==> src/design/trl_pkg.sv <==
// Package with sizes, register indexes and helpers of the tandem repeat core.
`default_nettype none
package trl_pkg;

  // Sizing of the pattern window and of the run counters.
  localparam int MAX_PATTERN = 8;
  localparam int COUNT_WIDTH = 16;

  // The window never looks at more than eight pattern characters.
  localparam int LEN_CAP = (MAX_PATTERN < 8) ? MAX_PATTERN : 8;
  localparam int LEN_W   = 4;
  localparam int IDX_W   = (MAX_PATTERN > 1) ? $clog2(MAX_PATTERN) : 1;
  localparam int FILL_W  = $clog2(MAX_PATTERN + 1);

  // Field widths of the channels.
  localparam int SYM_W = 8;
  localparam int RUN_W = 16;

  // Configuration port.
  localparam int CFG_DATA_W = 64;
  localparam int CFG_ADDR_W = 4;
  localparam logic CFG_IDX_PATTERN = 1'b0;
  localparam logic CFG_IDX_LENGTH  = 1'b1;
  localparam logic [LEN_W-1:0] LENGTH_RESET = 4'd4;

  localparam logic [COUNT_WIDTH-1:0] COUNT_MAX = '1;

  typedef logic [SYM_W-1:0]       sym_t;
  typedef logic [COUNT_WIDTH-1:0] count_t;
  typedef logic [IDX_W-1:0]       idx_t;

endpackage
`default_nettype wire

==> src/design/trl_stream_ifs.sv <==
// Valid/ready channel interfaces for the character and result streams.
`default_nettype none
interface trl_in_if import trl_pkg::*; ();
  logic valid;
  logic ready;
  sym_t symbol;
  logic last;

  modport source (output valid, output symbol, output last, input ready);
  modport sink   (input valid, input symbol, input last, output ready);
endinterface

interface trl_out_if import trl_pkg::*; ();
  logic             valid;
  logic             ready;
  logic [RUN_W-1:0] longest_run;
  logic             saturated;

  modport source (output valid, output longest_run, output saturated, input ready);
  modport sink   (input valid, input longest_run, input saturated, output ready);
endinterface
`default_nettype wire

==> src/design/tandem_repeat_longest_run_core.sv <==
// Top level of the tandem repeat core: finds the longest run of pattern copies.
//
//   channel   direction  handshake         payload
//   in_ch     sink       valid/ready       symbol[7:0], last
//   out_ch    source     valid/ready       longest_run[15:0], saturated
//   cfg_*     slave      APB, pready = 1   pattern_chars @0x0, pattern_length @0x8
//
// One character per cycle while no last character waits on the result register: a request
// lands in the input register, and the window compare and one run counter update retire it.
// A last character needs a free result register; others never wait on it.
// Reset is synchronous, active low, and clears all sequence state at once.
// A stalled result holds in the output register while characters keep flowing.
`default_nettype none
module tandem_repeat_longest_run_core import trl_pkg::*; (
  input  wire logic                  clk,
  input  wire logic                  rst_n,
  trl_in_if.sink                     in_ch,
  trl_out_if.source                  out_ch,
  input  wire logic                  cfg_psel,
  input  wire logic                  cfg_penable,
  input  wire logic                  cfg_pwrite,
  input  wire logic [CFG_ADDR_W-1:0] cfg_paddr,
  input  wire logic [CFG_DATA_W-1:0] cfg_pwdata,
  output logic      [CFG_DATA_W-1:0] cfg_prdata,
  output logic                       cfg_pready
);

  // Configuration registers.
  logic [63:0]      pat_chars_r;
  logic [LEN_W-1:0] pat_len_r;

  // Input register.
  logic s1_valid_r;
  sym_t s1_sym_r;
  logic s1_last_r;

  // Sequence state.
  sym_t              hist_r [MAX_PATTERN];
  logic [FILL_W-1:0] fill_r;
  count_t            runs_r [MAX_PATTERN];
  idx_t              phase_r;
  count_t            best_r;
  logic              sat_r;

  // Result register.
  logic             out_valid_r;
  logic [RUN_W-1:0] out_run_r;
  logic             out_sat_r;

  // Next values.
  sym_t              hist_nxt [MAX_PATTERN];
  logic [FILL_W-1:0] fill_nxt;
  idx_t              phase_nxt;
  count_t            run_nxt;
  count_t            best_nxt;
  logic              sat_nxt;

  logic             out_free;
  logic             s1_fire;
  logic [LEN_W-1:0] eff_len;
  logic             match;
  idx_t             ph;
  count_t           run_inc;
  logic [31:0]      best_ext;
  logic             best_over;
  logic [RUN_W-1:0] res_run;
  logic             res_sat;
  logic             cfg_wr;

  // Handshake: the input register drains unless a last character meets a full output.
  assign out_free    = !out_valid_r || out_ch.ready;
  assign s1_fire     = s1_valid_r && (!s1_last_r || out_free);
  assign in_ch.ready = !s1_valid_r || s1_fire;

  // Effective pattern length: zero acts as one, large values are capped.
  always_comb begin
    if (pat_len_r == '0) begin
      eff_len = LEN_W'(1);
    end else if (int'(pat_len_r) > LEN_CAP) begin
      eff_len = LEN_W'(LEN_CAP);
    end else begin
      eff_len = pat_len_r;
    end
  end

  // Shift the new character into the window and count the fill.
  always_comb begin
    hist_nxt[0] = s1_sym_r;
    for (int j = 1; j < MAX_PATTERN; j++) begin
      hist_nxt[j] = hist_r[j-1];
    end
    fill_nxt = (int'(fill_r) < MAX_PATTERN) ? fill_r + FILL_W'(1) : fill_r;
  end

  // Window compare: pattern character k against the k-th oldest in the window.
  always_comb begin
    match = (int'(fill_nxt) >= int'(eff_len));
    for (int k = 0; k < LEN_CAP; k++) begin
      if (k < int'(eff_len)) begin
        if (pat_chars_r[8*k +: 8] != hist_nxt[IDX_W'(eff_len - LEN_W'(k) - LEN_W'(1))]) begin
          match = 1'b0;
        end
      end
    end
  end

  // Run counter of the current phase, best run and phase advance.
  always_comb begin
    ph       = (int'(phase_r) >= MAX_PATTERN) ? '0 : phase_r;
    run_inc  = (runs_r[ph] < COUNT_MAX) ? runs_r[ph] + COUNT_WIDTH'(1) : runs_r[ph];
    run_nxt  = match ? run_inc : '0;
    sat_nxt  = sat_r || (match && (run_inc == COUNT_MAX));
    best_nxt = (match && (run_inc > best_r)) ? run_inc : best_r;
    if (int'(ph) + 1 >= int'(eff_len)) begin
      phase_nxt = '0;
    end else begin
      phase_nxt = ph + IDX_W'(1);
    end
  end

  // Result: a best run beyond the output width reads as all ones and saturated.
  always_comb begin
    best_ext  = 32'(best_nxt);
    best_over = (best_ext > 32'hFFFF);
    res_run   = best_over ? '1 : best_ext[RUN_W-1:0];
    res_sat   = sat_nxt || best_over;
  end

  // Input register.
  always_ff @(posedge clk) begin
    if (!rst_n) begin
      s1_valid_r <= 1'b0;
    end else if (in_ch.ready) begin
      s1_valid_r <= in_ch.valid;
    end
    if (in_ch.ready && in_ch.valid) begin
      s1_sym_r  <= in_ch.symbol;
      s1_last_r <= in_ch.last;
    end
  end

  // Sequence state: update on each retired character, clear after the last.
  always_ff @(posedge clk) begin
    if (!rst_n || (s1_fire && s1_last_r)) begin
      for (int j = 0; j < MAX_PATTERN; j++) begin
        hist_r[j] <= '0;
        runs_r[j] <= '0;
      end
      fill_r  <= '0;
      phase_r <= '0;
      best_r  <= '0;
      sat_r   <= 1'b0;
    end else if (s1_fire) begin
      for (int j = 0; j < MAX_PATTERN; j++) begin
        hist_r[j] <= hist_nxt[j];
      end
      runs_r[ph] <= run_nxt;
      fill_r     <= fill_nxt;
      phase_r    <= phase_nxt;
      best_r     <= best_nxt;
      sat_r      <= sat_nxt;
    end
  end

  // Result register.
  always_ff @(posedge clk) begin
    if (!rst_n) begin
      out_valid_r <= 1'b0;
    end else if (s1_fire && s1_last_r) begin
      out_valid_r <= 1'b1;
    end else if (out_ch.ready) begin
      out_valid_r <= 1'b0;
    end
    if (s1_fire && s1_last_r) begin
      out_run_r <= res_run;
      out_sat_r <= res_sat;
    end
  end

  assign out_ch.valid       = out_valid_r;
  assign out_ch.longest_run = out_run_r;
  assign out_ch.saturated   = out_sat_r;

  // Configuration port: register index sits at address bit 3.
  assign cfg_wr     = cfg_psel && cfg_penable && cfg_pwrite;
  assign cfg_pready = 1'b1;

  always_ff @(posedge clk) begin
    if (!rst_n) begin
      pat_chars_r <= '0;
      pat_len_r   <= LENGTH_RESET;
    end else if (cfg_wr) begin
      case (cfg_paddr[3])
        CFG_IDX_PATTERN: pat_chars_r <= cfg_pwdata;
        CFG_IDX_LENGTH:  pat_len_r   <= cfg_pwdata[LEN_W-1:0];
        default: begin
        end
      endcase
    end
  end

  always_comb begin
    case (cfg_paddr[3])
      CFG_IDX_PATTERN: cfg_prdata = pat_chars_r;
      CFG_IDX_LENGTH:  cfg_prdata = CFG_DATA_W'(pat_len_r);
      default:         cfg_prdata = '0;
    endcase
  end

endmodule
`default_nettype wire

==> src/flat_wrapper.sv <==
// flat-port wrapper written by rule: the top's interface ports become plain ports
module tandem_repeat_longest_run_core_flat import trl_pkg::*;
  (clk, rst_n, cfg_psel, cfg_penable, cfg_pwrite, cfg_paddr, cfg_pwdata, cfg_prdata, cfg_pready, in_ch_valid, in_ch_symbol, in_ch_last, in_ch_ready, out_ch_valid, out_ch_longest_run, out_ch_saturated, out_ch_ready);
  trl_in_if in_ch_i ();
  trl_out_if out_ch_i ();
  input  wire logic clk;
  input  wire logic rst_n;
  input  wire logic cfg_psel;
  input  wire logic cfg_penable;
  input  wire logic cfg_pwrite;
  input  wire logic [CFG_ADDR_W-1:0] cfg_paddr;
  input  wire logic [CFG_DATA_W-1:0] cfg_pwdata;
  output logic      [CFG_DATA_W-1:0] cfg_prdata;
  output logic cfg_pready;
  input wire logic [$bits(in_ch_i.valid)-1:0] in_ch_valid;
  input wire logic [$bits(in_ch_i.symbol)-1:0] in_ch_symbol;
  input wire logic [$bits(in_ch_i.last)-1:0] in_ch_last;
  output wire logic [$bits(in_ch_i.ready)-1:0] in_ch_ready;
  output wire logic [$bits(out_ch_i.valid)-1:0] out_ch_valid;
  output wire logic [$bits(out_ch_i.longest_run)-1:0] out_ch_longest_run;
  output wire logic [$bits(out_ch_i.saturated)-1:0] out_ch_saturated;
  input wire logic [$bits(out_ch_i.ready)-1:0] out_ch_ready;
  assign in_ch_i.valid = in_ch_valid;
  assign in_ch_i.symbol = in_ch_symbol;
  assign in_ch_i.last = in_ch_last;
  assign in_ch_ready = in_ch_i.ready;
  assign out_ch_valid = out_ch_i.valid;
  assign out_ch_longest_run = out_ch_i.longest_run;
  assign out_ch_saturated = out_ch_i.saturated;
  assign out_ch_i.ready = out_ch_ready;
  tandem_repeat_longest_run_core u_core (.clk(clk), .rst_n(rst_n), .in_ch(in_ch_i), .out_ch(out_ch_i), .cfg_psel(cfg_psel), .cfg_penable(cfg_penable), .cfg_pwrite(cfg_pwrite), .cfg_paddr(cfg_paddr), .cfg_pwdata(cfg_pwdata), .cfg_prdata(cfg_prdata), .cfg_pready(cfg_pready));
endmodule
==> config.mk <==
export PLATFORM = sky130hd
export DESIGN_NAME = tandem_repeat_longest_run_core_flat
export DESIGN_NICKNAME = d
export VERILOG_FILES = /design/src/design/trl_pkg.sv /design/src/design/trl_stream_ifs.sv /design/src/design/tandem_repeat_longest_run_core.sv /design/src/flat_wrapper.sv
export SDC_FILE = /design/constraint.sdc
export NUM_CORES = 1
export LEC_CHECK = 0
export ABC_AREA = 1
export CAP_MARGIN = 20
export CORE_MARGIN = 2
export CORE_UTILIZATION = 50
export CTS_BUF_LIST = sky130_fd_sc_hd__clkbuf_4
export CTS_CLUSTER_SIZE = 14
export DETAILED_ROUTE_END_ITERATION = 16
export DONT_BUFFER_PORTS = 1
export HOLD_SLACK_MARGIN = 0.1
export SYNTH_ARGS = -nofsm -noshare
export SYNTH_HDL_FRONTEND = slang
export SYNTH_SLANG_ARGS = --single-unit
export TNS_END_PERCENT = 1
==> constraint.sdc <==
create_clock -name clk -period 10.8 [get_ports clk]
set_input_delay 1.08 -clock clk [delete_from_list [all_inputs] [get_ports clk]]
set_output_delay 1.08 -clock clk [all_outputs]
set_load 0.01 [all_outputs]
==> results.tsv, run 1 <==
stage	metric	value	unit
logic_synthesis	Compound-Gate Fraction of Synth Area	8.36	%
clock_network	worst skew pair latency	810	ps
outcome	outcome	finished, final reports clean	
hold_path	Min-Delay Path Class	in2reg	
clock_network	Setup Fix Bufs, Post-CTS	0	
job	max_cap viols	0	
power_and_ir_drop	Power Density	153	nW/um2
logic_synthesis	number of synthesized register bits	307	
finish	Layout Area Growth over Synthesis	6.41	%
clock_network	clock sinks	307	
logic_synthesis	Post-Synth Simple-Gate Area	35.3	%
logic_synthesis	Synth Net Count	2509	
clock_network	clock buffer depth	3	
logic_synthesis	post-synthesis xor/xnor area fraction	0.632	%
worst_setup_path	CP Launch Type	register	
logic_synthesis	Cell variety after synth	45	
global_route	first-pass GRT wire length	87.3	mm
timing	max frequency	152	MHz
finish	layout cells sized above 1	10.8	%
timing	Slew HR	28.7	%
worst_setup_path	critical path type	reg2reg	
floorplan	Top Ports	168	
floorplan	Core Region	35500	um2
logic_synthesis	ys flop type	edfxtp_1	
logic_synthesis	YS warnings	0	
global_route	initial antenna violation count	3	
floorplan	Rows	69	
detailed_routing	antenna-violating nets left	0	
logic_synthesis	main area contributors after synthesis	edfxtp_1 (35%), nand2_1 (12%), nand3_1 (11%), dfxtp_1 (11%), nor2_1 (6.6%)	
power_and_ir_drop	Sw Share	32.3	%
logic_synthesis	Mapped Area	18000	um2
detailed_routing	drt wl/cell	19.2	um
worst_setup_path	crit path DAT	7190	ps
placed_design	Cells after DPL	2746	
logic_synthesis	Adder-Cell Fraction of Synth Area	1.95	%
timing	Slew Viols, Final	0	
power_and_ir_drop	Sequential Power Share	45.6	%
logic_synthesis	sequential fraction of the synthesis area	45.8	%
global_route	GR Overflow Total	0	
logic_synthesis	cell count after synthesis	2397	
logic_synthesis	largest family of logic cells by synthesized area	simple AND/OR/NAND/NOR gates	
timing	Tmin final	6560	ps
detailed_routing	routed vias	16251	
detailed_routing	Post-Route WL	55.9	mm
power_and_ir_drop	Static Leakage	7.95	nW
logic_synthesis	Avg Cell Area, Syn	7.51	um2
placed_design	Port Buffers	0	
detailed_routing	DRC violations left	0	
power_and_ir_drop	P_sw	946	uW
finish	layout net count	2484	
clock_network	Root Driver	clkbuf_4	
global_route	largest net degree at the start of global routing	95	
timing	Tcrit/Tclk final	60.8	%
clock_network	# hold bufs at CTS	0	
logic_synthesis	cell taking the most area after synthesis	edfxtp_1	
floorplan	chip width	194	um
placed_design	Post-Place Worst Slack	4380	ps
logic_synthesis	area share of the largest cell type after synthesis	35.0	%
worst_setup_path	CP max FO	71	
global_route	gr usage total	29.8	%
global_route	number of global-route vias before repair	15754	
power_and_ir_drop	Clk pwr share	36.1	%
clock_network	CTS resizes	0	
logic_synthesis	proportion of synthesized area in mux cells	0	%
floorplan	Die Ht	194	um
timing	Worst Slack Setup Final	4240	ps
clock_network	clock tree from TritonCTS	yes	
logic_synthesis	Post-synth EDFFs	210	
timing	setup violators final	0	
worst_setup_path	Setup crit end kind	register	
floorplan	Initial Util	50.7	%
floorplan	die area	37500	um2
timing	setup TNS	0	ps
placed_design	HPWL after DPL	39.1	mm
timing	RSZ-0062 raised after global routing	no	
finish	Final Util	54.0	%
clock_network	clock-pin slew on the worst setup and hold paths	70	ps
power_and_ir_drop	share of power burned in combinational logic	18.3	%
worst_setup_path	CP Data Required Time	11430	ps
clock_network	CTS Buf Count	85	
power_and_ir_drop	Max rail drop VDD	83.4	uV
finish	final cell count without fillers	2907	
power_and_ir_drop	Pint	1.98	mW
timing	Final Hold Viols	0	
detailed_routing	DR pass1 iterations	6	
detailed_routing	number of DRC markers in iteration 0	1320	
clock_network	# H-tree levels	3	
detailed_routing	drt via density	5.59	
logic_synthesis	asr flop ratio synth	0	%
timing	clock skew	43.8	ps
placed_design	placer congestion estimate	0.957	
timing	Worst-Margin Slew	1070	ps
cells by family after synthesis:
kind of cell | count (synthesis)
XOR/XNOR | 13
flip-flops | 307
AND/OR/NAND/NOR | 1424
AO/OA/AOI/OAI | 285
buffers and inverters | 339
other | 1
adder cells (fa/ha/maj) | 28
Yosys cell counts, types with 10 or more instances:
| cell type | n |
|---|---|
| ha_1 | 28 |
| o21ai_1 | 15 |
| buf_2 | 42 |
| nor2_1 | 315 |
| inv_2 | 10 |
| o22ai_1 | 27 |
| nand4_1 | 28 |
| o21ai_0 | 155 |
| edfxtp_1 | 210 |
| inv_1 | 201 |
| nand2_1 | 568 |
| nor2_2 | 74 |
| clkbuf_1 | 54 |
| a21oi_1 | 76 |
| nand3_1 | 405 |
| dfxtp_1 | 97 |
| buf_1 | 13 |
| xor2_1 | 11 |
power groups by stage:
stage	Sequential [mW]	Combinational, mW	Clock [mW]
6_report	1.33	0.535	1.05
5_1_grt	1.34	0.602	1.14
4_1_cts	1.33	0.532	1.08
3_5_place_dp	1.36	0.530	0
3_3_place_gp	1.36	0.524	0
2_1_floorplan	1.35	0.395	0
layout by cell type (no fill, tap or decap), drive strengths merged:
cell type and n:
nand2 587, a211oi 1, nand4 28, clkinv 35, inv 216, or2 1
xnor2 2, buf 13, and2 4, conb 1, nand3 408, o21ai 171
o211ai 2, a21oi 78, o221ai 1, nand3b 2, a22o 1, clkbuf 119
edfxtp 210, xor2 11, o21bai 2, diode 3, nor3 3, dfxtp 97
a21boi 1, clkinvlp 2, ha 28, nor2 391, o22ai 27, o311ai 1
final timing paths:
check | depth (start not counted) | startpoint | end | slack (ps)
max | 22 | u_core.pat_len_r[3] | u_core.runs_r[1][0] | 4240
max reg2reg | 22 | u_core.pat_len_r[3] | u_core.runs_r[1][0] | 4240
min | 0 | in_ch_symbol[6] | u_core.s1_sym_r[6] | 380
min reg2reg | 2 | u_core.best_r[3] | u_core.best_r[3] | 460
final cells by class:
type	count	area, um2
diodes	3	7.51
clock buffers	119	893
clock inverters	39	190
fillers	3527	16300
inverters	214	807
multi-input cells	1751	8340
flip-flops and latches	307	8250
well taps	461	577
repair buffers	13	97.6
critical path, stage by stage (launching register included):
cell,delay [ps]
dfxtp_1,360
inv_2,220
nand2_4,500
nand2_4,530
buf_4,490
ha_1,320
buf_4,240
inv_1,690
nand3_1,390
nand3_1,230
nand2_1,70
nand2_1,80
nand2_1,50
nor2_1,100
nand2_1,60
nor2_1,80
nand2_1,110
nor2_1,160
nand2_1,100
nand2_2,290
and2_4,610
nand2_1,420
nor2_1,190
through the flow:
| step | cell area, um2 | hold WS (ps) | total power [mW] |
|---|---|---|---|
| 3_5_place_dp | 18100 | 439 | 1.89 |
| 2_1_floorplan | 18000 | 426 | 1.75 |
| 3_3_place_gp | 18100 | 436 | 1.88 |
| 6_report | 19200 | 379 | 2.92 |
| 5_1_grt | 19200 | 316 | 3.08 |
| 4_1_cts | 19200 | 306 | 2.95 |
routing by layer:
| metal | wire length (um) | track usage [%] | up-vias | part of all wire (%) |
|---|---|---|---|---|
| met3 | 3020 | 4.82 | 167 | 5.4 |
| met1 | 21700 | 34.1 | 7538 | 39 |
| met4 | 3860 | 20.7 | 0 | 6.9 |
| met2 | 27300 | 51.3 | 581 | 49 |
| met5 | 0 | 0 | - | 0 |
| li1 | - | - | 7965 | - |
state kept, by name, summed over array words and instances, names as in the netlist, named ones only:
register and cells:
u_core.best_r 16, u_core.ph 3, u_core.hist_r 56, u_core.out_ch.valid 1
u_core.sat_r 1, u_core.fill_r 4, u_core.s1_last_r 1, u_core.pat_chars_r 64
u_core.out_ch.longest_run 16, u_core.pat_len_r 4, u_core.out_ch.saturated 1, u_core.s1_valid_r 1
u_core.s1_sym_r 8, u_core.runs_r 128
No activity file was read; power rests on OpenSTA's default activity.
==> run 2, diff against run 1 <==
==> constraint.sdc (replaced) <==
create_clock -name clk -period 6.2 [get_ports clk]
set_input_delay 0.62 -clock clk [delete_from_list [all_inputs] [get_ports clk]]
set_output_delay 0.62 -clock clk [all_outputs]
set_load 0.01 [all_outputs]
==> results.tsv, run 2 (same netlist as run 1, synthesis figures left out) <==
stage	metric	value	unit
outcome	outcome	finished, final reports clean	
power_and_ir_drop	Power Density	258	nW/um2
finish	footprint of the multi-input gates	8340	um2
timing	Tmin final	4810	ps
clock_network	clock tree from TritonCTS	yes	
timing	Final Hold Viols	0	
worst_setup_path	register-to-register setup slack	1390	ps
detailed_routing	antenna-violating nets left	0	
placed_design	Post-Place Worst Slack	1390	ps
timing	Worst-Margin Slew	1020	ps
clock_network	clock buffer depth	3	
clock_network	# H-tree levels	3	
worst_setup_path	CP max FO	35	
floorplan	Rows	69	
placed_design	Port Buffers	0	
worst_setup_path	crit path DAT	5340	ps
finish	layout net count	2578	
finish	Layout Area Growth over Synthesis	11.5	%
worst_setup_path	CP Data Required Time	6730	ps
detailed_routing	DRC violations left	0	
timing	setup violators final	0	
global_route	number of global-route vias before repair	16120	
finish	commonest non-fill, non-tap cells in the layout	nand2_1 (567), nand3_1 (405), nor2_1 (315)	
worst_setup_path	Setup crit end kind	register	
finish	register area	8250	um2
timing	Tcrit/Tclk final	77.6	%
power_and_ir_drop	Max rail drop VDD	143	uV
worst_setup_path	CP Launch Type	register	
floorplan	Initial Util	50.7	%
placed_design	HPWL after DPL	40.0	mm
placed_design	placer congestion estimate	0.954	
timing	clock skew	69.1	ps
global_route	largest net degree at the start of global routing	93	
worst_setup_path	critical path type	reg2reg	
clock_network	worst skew pair latency	810	ps
timing	Slew HR	31.8	%
timing	RSZ-0062 raised after global routing	no	
global_route	gr usage total	30.3	%
worst_setup_path	CP most frequent cell	nand2_1	
finish	number of flip-flops in the largest register	128	
finish	Largest Register	u_core.runs_r	
timing	max frequency	208	MHz
detailed_routing	Post-Route WL	57.2	mm
finish	biggest regs	u_core.runs_r x128, u_core.pat_chars_r x64, u_core.hist_r x56	
detailed_routing	drt wl/cell	19.1	um
timing	Slew Viols, Final	0	
global_route	GR Overflow Total	0	
clock_network	clock-pin slew on the worst setup and hold paths	70	ps
finish	leading cell type in the layout, fill and taps excluded	nand2_1	
clock_network	Root Driver	clkbuf_4	
global_route	initial antenna violation count	3	
worst_setup_path	Worst path slowest cell	buf_4	
global_route	first-pass GRT wire length	88.7	mm
worst_setup_path	Crit path largest cell delay	390	ps
worst_setup_path	Worst Path Buf+Inv	5	
floorplan	Die Ht	194	um
floorplan	Top Ports	168	
hold_path	Min-Delay Path Class	in2reg	
timing	Worst Slack Setup Final	1390	ps
timing	setup TNS	0	ps
floorplan	die area	37500	um2
clock_network	CTS Buf Count	84	
floorplan	Core Region	35500	um2
finish	layout cells sized above 1	11.3	%
placed_design	DP Area	18200	um2
timing	Min Hold Slack	186	ps
floorplan	chip width	194	um
detailed_routing	DR pass1 iterations	6	
finish	final non-filler cell area	20100	um2
worst_setup_path	cell family with most CP delay	simple AND/OR/NAND/NOR gates	
power_and_ir_drop	Static Leakage	8.37	nW
detailed_routing	drt via density	5.56	
job	max_cap viols	0	
detailed_routing	number of DRC markers in iteration 0	1407	
clock_network	clock sinks	307	
finish	number of fill cells	3411	
detailed_routing	routed vias	16675	
-- run 2: cell types whose count changed in the layout (fill, tap and decap cells not counted), sizes merged --
| cell | before | now |
|---|---|---|
| clkbuf | 119 | 122 |
| clkinvlp | 2 | 1 |
| inv | 216 | 213 |
| buf | 13 | 35 |
| dlygate4sd3 | 0 | 73 |
| clkinv | 35 | 28 |
| diode | 3 | 6 |
| bufinv | 0 | 1 |
-- run 2: path summary, 6_finish.rpt --
kind,from,endpoint,cells past startpoint
max,register,u_core.out_ch.longest_run[3],26
min,rst_n,u_core.out_ch.valid,3
max reg2reg,register,u_core.out_ch.longest_run[3],26
min reg2reg,u_core.best_r[10],u_core.best_r[10],2
-- run 2: per-layer routing --
layer  share of wire [%]  wire length, um  vias up  GRT usage [%]
li1                    -                -     8157              -
met4                 6.8             3880        0           19.1
met1                  38            21800     7734           34.3
met2                  50            28300      603           53.3
met5                   0                0        -              0
met3                 5.6             3200      181           5.01
-- run 2: power breakdown --
part,switching (mW),internal [mW]
Combinational,0.689,0.298
Clock,0.912,0.954
Sequential,0.0460,2.28
-- run 2: stage by stage --
stage | power [mW] | std cells | utilization [%]
CTS | 5.21 | 2992 | 56.5
floorplan | 3.04 | 2397 | -
global route | 5.44 | 2998 | 56.6
finish | 5.18 | 2998 | 56.6
detailed placement | 3.30 | 2767 | 51.4
global placement | 3.29 | 2767 | 51.4
-- run 2: area by class of cell --
type	count	area share, %
diodes	6	0.0748
clock buffers	122	4.56
clock inverters	29	0.823
inverters	214	4.02
multi-input cells	1751	41.5
flip-flops and latches	307	41.1
well taps	461	2.87
repair buffers	108	5.01
-- run 2: tightest hold or removal path, stage by stage --
cell	delay (ps)
buf_12	160
o21ai_0	100
inv_1	40
-- run 2: repair_timing --
item / CTS / global route
hold buffers: 74 / 0
resized for setup: 0 / 0
hold endpoints to repair: 78 / 0
setup buffers: 0 / 0
endpoints found under the setup margin: 0 / 0
==> run 3, diff against run 2 <==
==> constraint.sdc (replaced) <==
create_clock -name clk -period 4.7 [get_ports clk]
set_input_delay 0.47 -clock clk [delete_from_list [all_inputs] [get_ports clk]]
set_output_delay 0.47 -clock clk [all_outputs]
set_load 0.01 [all_outputs]
==> results.tsv, run 3 (same netlist as run 1, synthesis figures left out) <==
stage	metric	value	unit
placed_design	Post-Place Worst Slack	272	ps
detailed_routing	antenna-violating nets left	0	
worst_setup_path	critical path type	reg2reg	
power_and_ir_drop	Power Density	337	nW/um2
global_route	first-pass GRT wire length	89.9	mm
floorplan	Core Region	35500	um2
detailed_routing	top layer in use	met4	
clock_network	clock sinks	307	
timing	Worst Slack Setup Final	436	ps
placed_design	placer congestion estimate	0.957	
clock_network	clock tree from TritonCTS	yes	
worst_setup_path	CP max FO	17	
clock_network	Root Driver	clkbuf_4	
global_route	largest net degree at the start of global routing	100	
finish	biggest regs	u_core.runs_r x128, u_core.pat_chars_r x64, u_core.hist_r x56	
clock_network	clock buffer depth	3	
detailed_routing	Post-Route WL	58.9	mm
hold_path	Min-Delay Path Class	in2reg	
floorplan	die area	37500	um2
global_route	initial antenna violation count	2	
finish	Largest Register	u_core.runs_r	
floorplan	Rows	69	
worst_setup_path	crit path DAT	4780	ps
placed_design	Cells after DPL	2787	
detailed_routing	drt via density	5.49	
detailed_routing	DR pass1 iterations	7	
worst_setup_path	CP Launch Type	register	
timing	Tcrit/Tclk final	90.7	%
placed_design	Port Buffers	0	
job	max_cap viols	0	
timing	Slew HR	30.6	%
floorplan	Top Ports	168	
timing	RSZ-0062 raised after global routing	no	
timing	setup TNS	0	ps
timing	Worst-Margin Slew	1040	ps
timing	max frequency	235	MHz
timing	clock skew	49.8	ps
clock_network	worst skew pair latency	780	ps
worst_setup_path	register-to-register setup slack	440	ps
worst_setup_path	Setup crit end kind	register	
detailed_routing	DR WL met3	2.65	mm
finish	final cell count without fillers	3036	
timing	Tmin final	4260	ps
detailed_routing	DRC violations left	0	
finish	number of flip-flops in the largest register	128	
outcome	outcome	finished, final reports clean	
detailed_routing	routed vias	16663	
worst_setup_path	CP Data Required Time	5220	ps
global_route	GR Overflow Total	0	
finish	commonest non-fill, non-tap cells in the layout	nand2_1 (567), nand3_1 (405), nor2_1 (314)	
power_and_ir_drop	overall power	6.90	mW
floorplan	Initial Util	50.7	%
clock_network	CTS Buf Count	85	
clock_network	# H-tree levels	3	
detailed_routing	M1 wire length	22.6	mm
power_and_ir_drop	Max rail drop VDD	186	uV
finish	Layout Area Growth over Synthesis	13.9	%
placed_design	HPWL after DPL	41.5	mm
finish	leading cell type in the layout, fill and taps excluded	nand2_1	
finish	layout net count	2619	
global_route	number of global-route vias before repair	16210	
finish	layout cells sized above 1	12.6	%
timing	Final Hold Viols	0	
floorplan	chip width	194	um
power_and_ir_drop	Static Leakage	8.60	nW
detailed_routing	number of DRC markers in iteration 0	1245	
floorplan	Die Ht	194	um
global_route	gr usage total	31.0	%
detailed_routing	met2 WL	30.0	mm
clock_network	clock-pin slew on the worst setup and hold paths	70	ps
timing	Slew Viols, Final	0	
detailed_routing	drt wl/cell	19.4	um
timing	setup violators final	0	
==> run 3: cell count changes in the layout (fill, tap and decap cells not counted), sizes merged <==
cell         delta
bufinv          -1
inv             +1
clkinv          -7
diode           -4
clkinvlp        +1
dlygate4sd3    +16
buf            +23
clkbuf          +9
==> run 3: path summary, 6_finish.rpt <==
check / start / to / depth (start not counted)
hold reg to reg: u_core.best_r[5] / u_core.best_r[5] / 2
setup reg to reg: register / u_core.out_ch.longest_run[5] / 25
hold / removal: cfg_paddr[3] / u_core.pat_chars_r[10] / 3
setup / recovery: register / u_core.out_ch.longest_run[5] / 25
==> run 3: report_power, final <==
group / internal [mW] / leakage (nW) / switching [mW]
clock: 1.27 / 0.650 / 1.20
sequential: 3.01 / 2.97 / 0.0632
combinational: 0.432 / 4.98 / 0.931
total: 4.71 / 8.60 / 2.20
==> run 3: area by class of cell <==
class	instances	area, um2
repair buffers	148	1400
flip-flops and latches	307	8250
inverters	214	810
fillers	3303	15000
well taps	461	577
multi-input cells	1751	8380
diodes	2	5.00
clock buffers	130	976
clock inverters	23	113
==> run 3: routing by layer <==
metal	vias to the layer above	GRT usage, %
li1	8238	-
met2	545	55.9
met5	-	0
met3	153	4.92
met1	7727	34.2
met4	0	19.1
==> run 3: metrics by stage <==
stage	hold slack [ps]	cell area, um2	utilization [%]
2_1_floorplan	426	18000	-
3_3_place_gp	438	18400	51.9
3_5_place_dp	442	18400	51.9
4_1_cts	109	20400	57.5
5_1_grt	164	20500	57.8
6_report	188	20500	57.8
==> run 3: critical path: stages, from the launching register on <==
cell and delay, ps:
dfxtp_4 370, inv_2 180, buf_4 210, o21ai_0 90
o22ai_1 130, inv_1 90, o21ai_1 220, ha_2 280
nand3_1 160, inv_1 140, nand2_1 90, inv_2 110
nand2_4 130, nand2_1 90, nand2_1 70, inv_1 100
ha_1 150, nand3_1 80, a21boi_0 180, o311ai_1 100
nand3_1 80, a21oi_1 60, a21oi_1 270, buf_4 290
nand4_1 140, and2_1 180
==> run 3: repair_timing <==
item,CTS,global route
hold buffers,90,0
setup endpoints to repair,0,32
resized for setup,0,16
buffers inserted,0,3
hold endpoints to repair,84,0
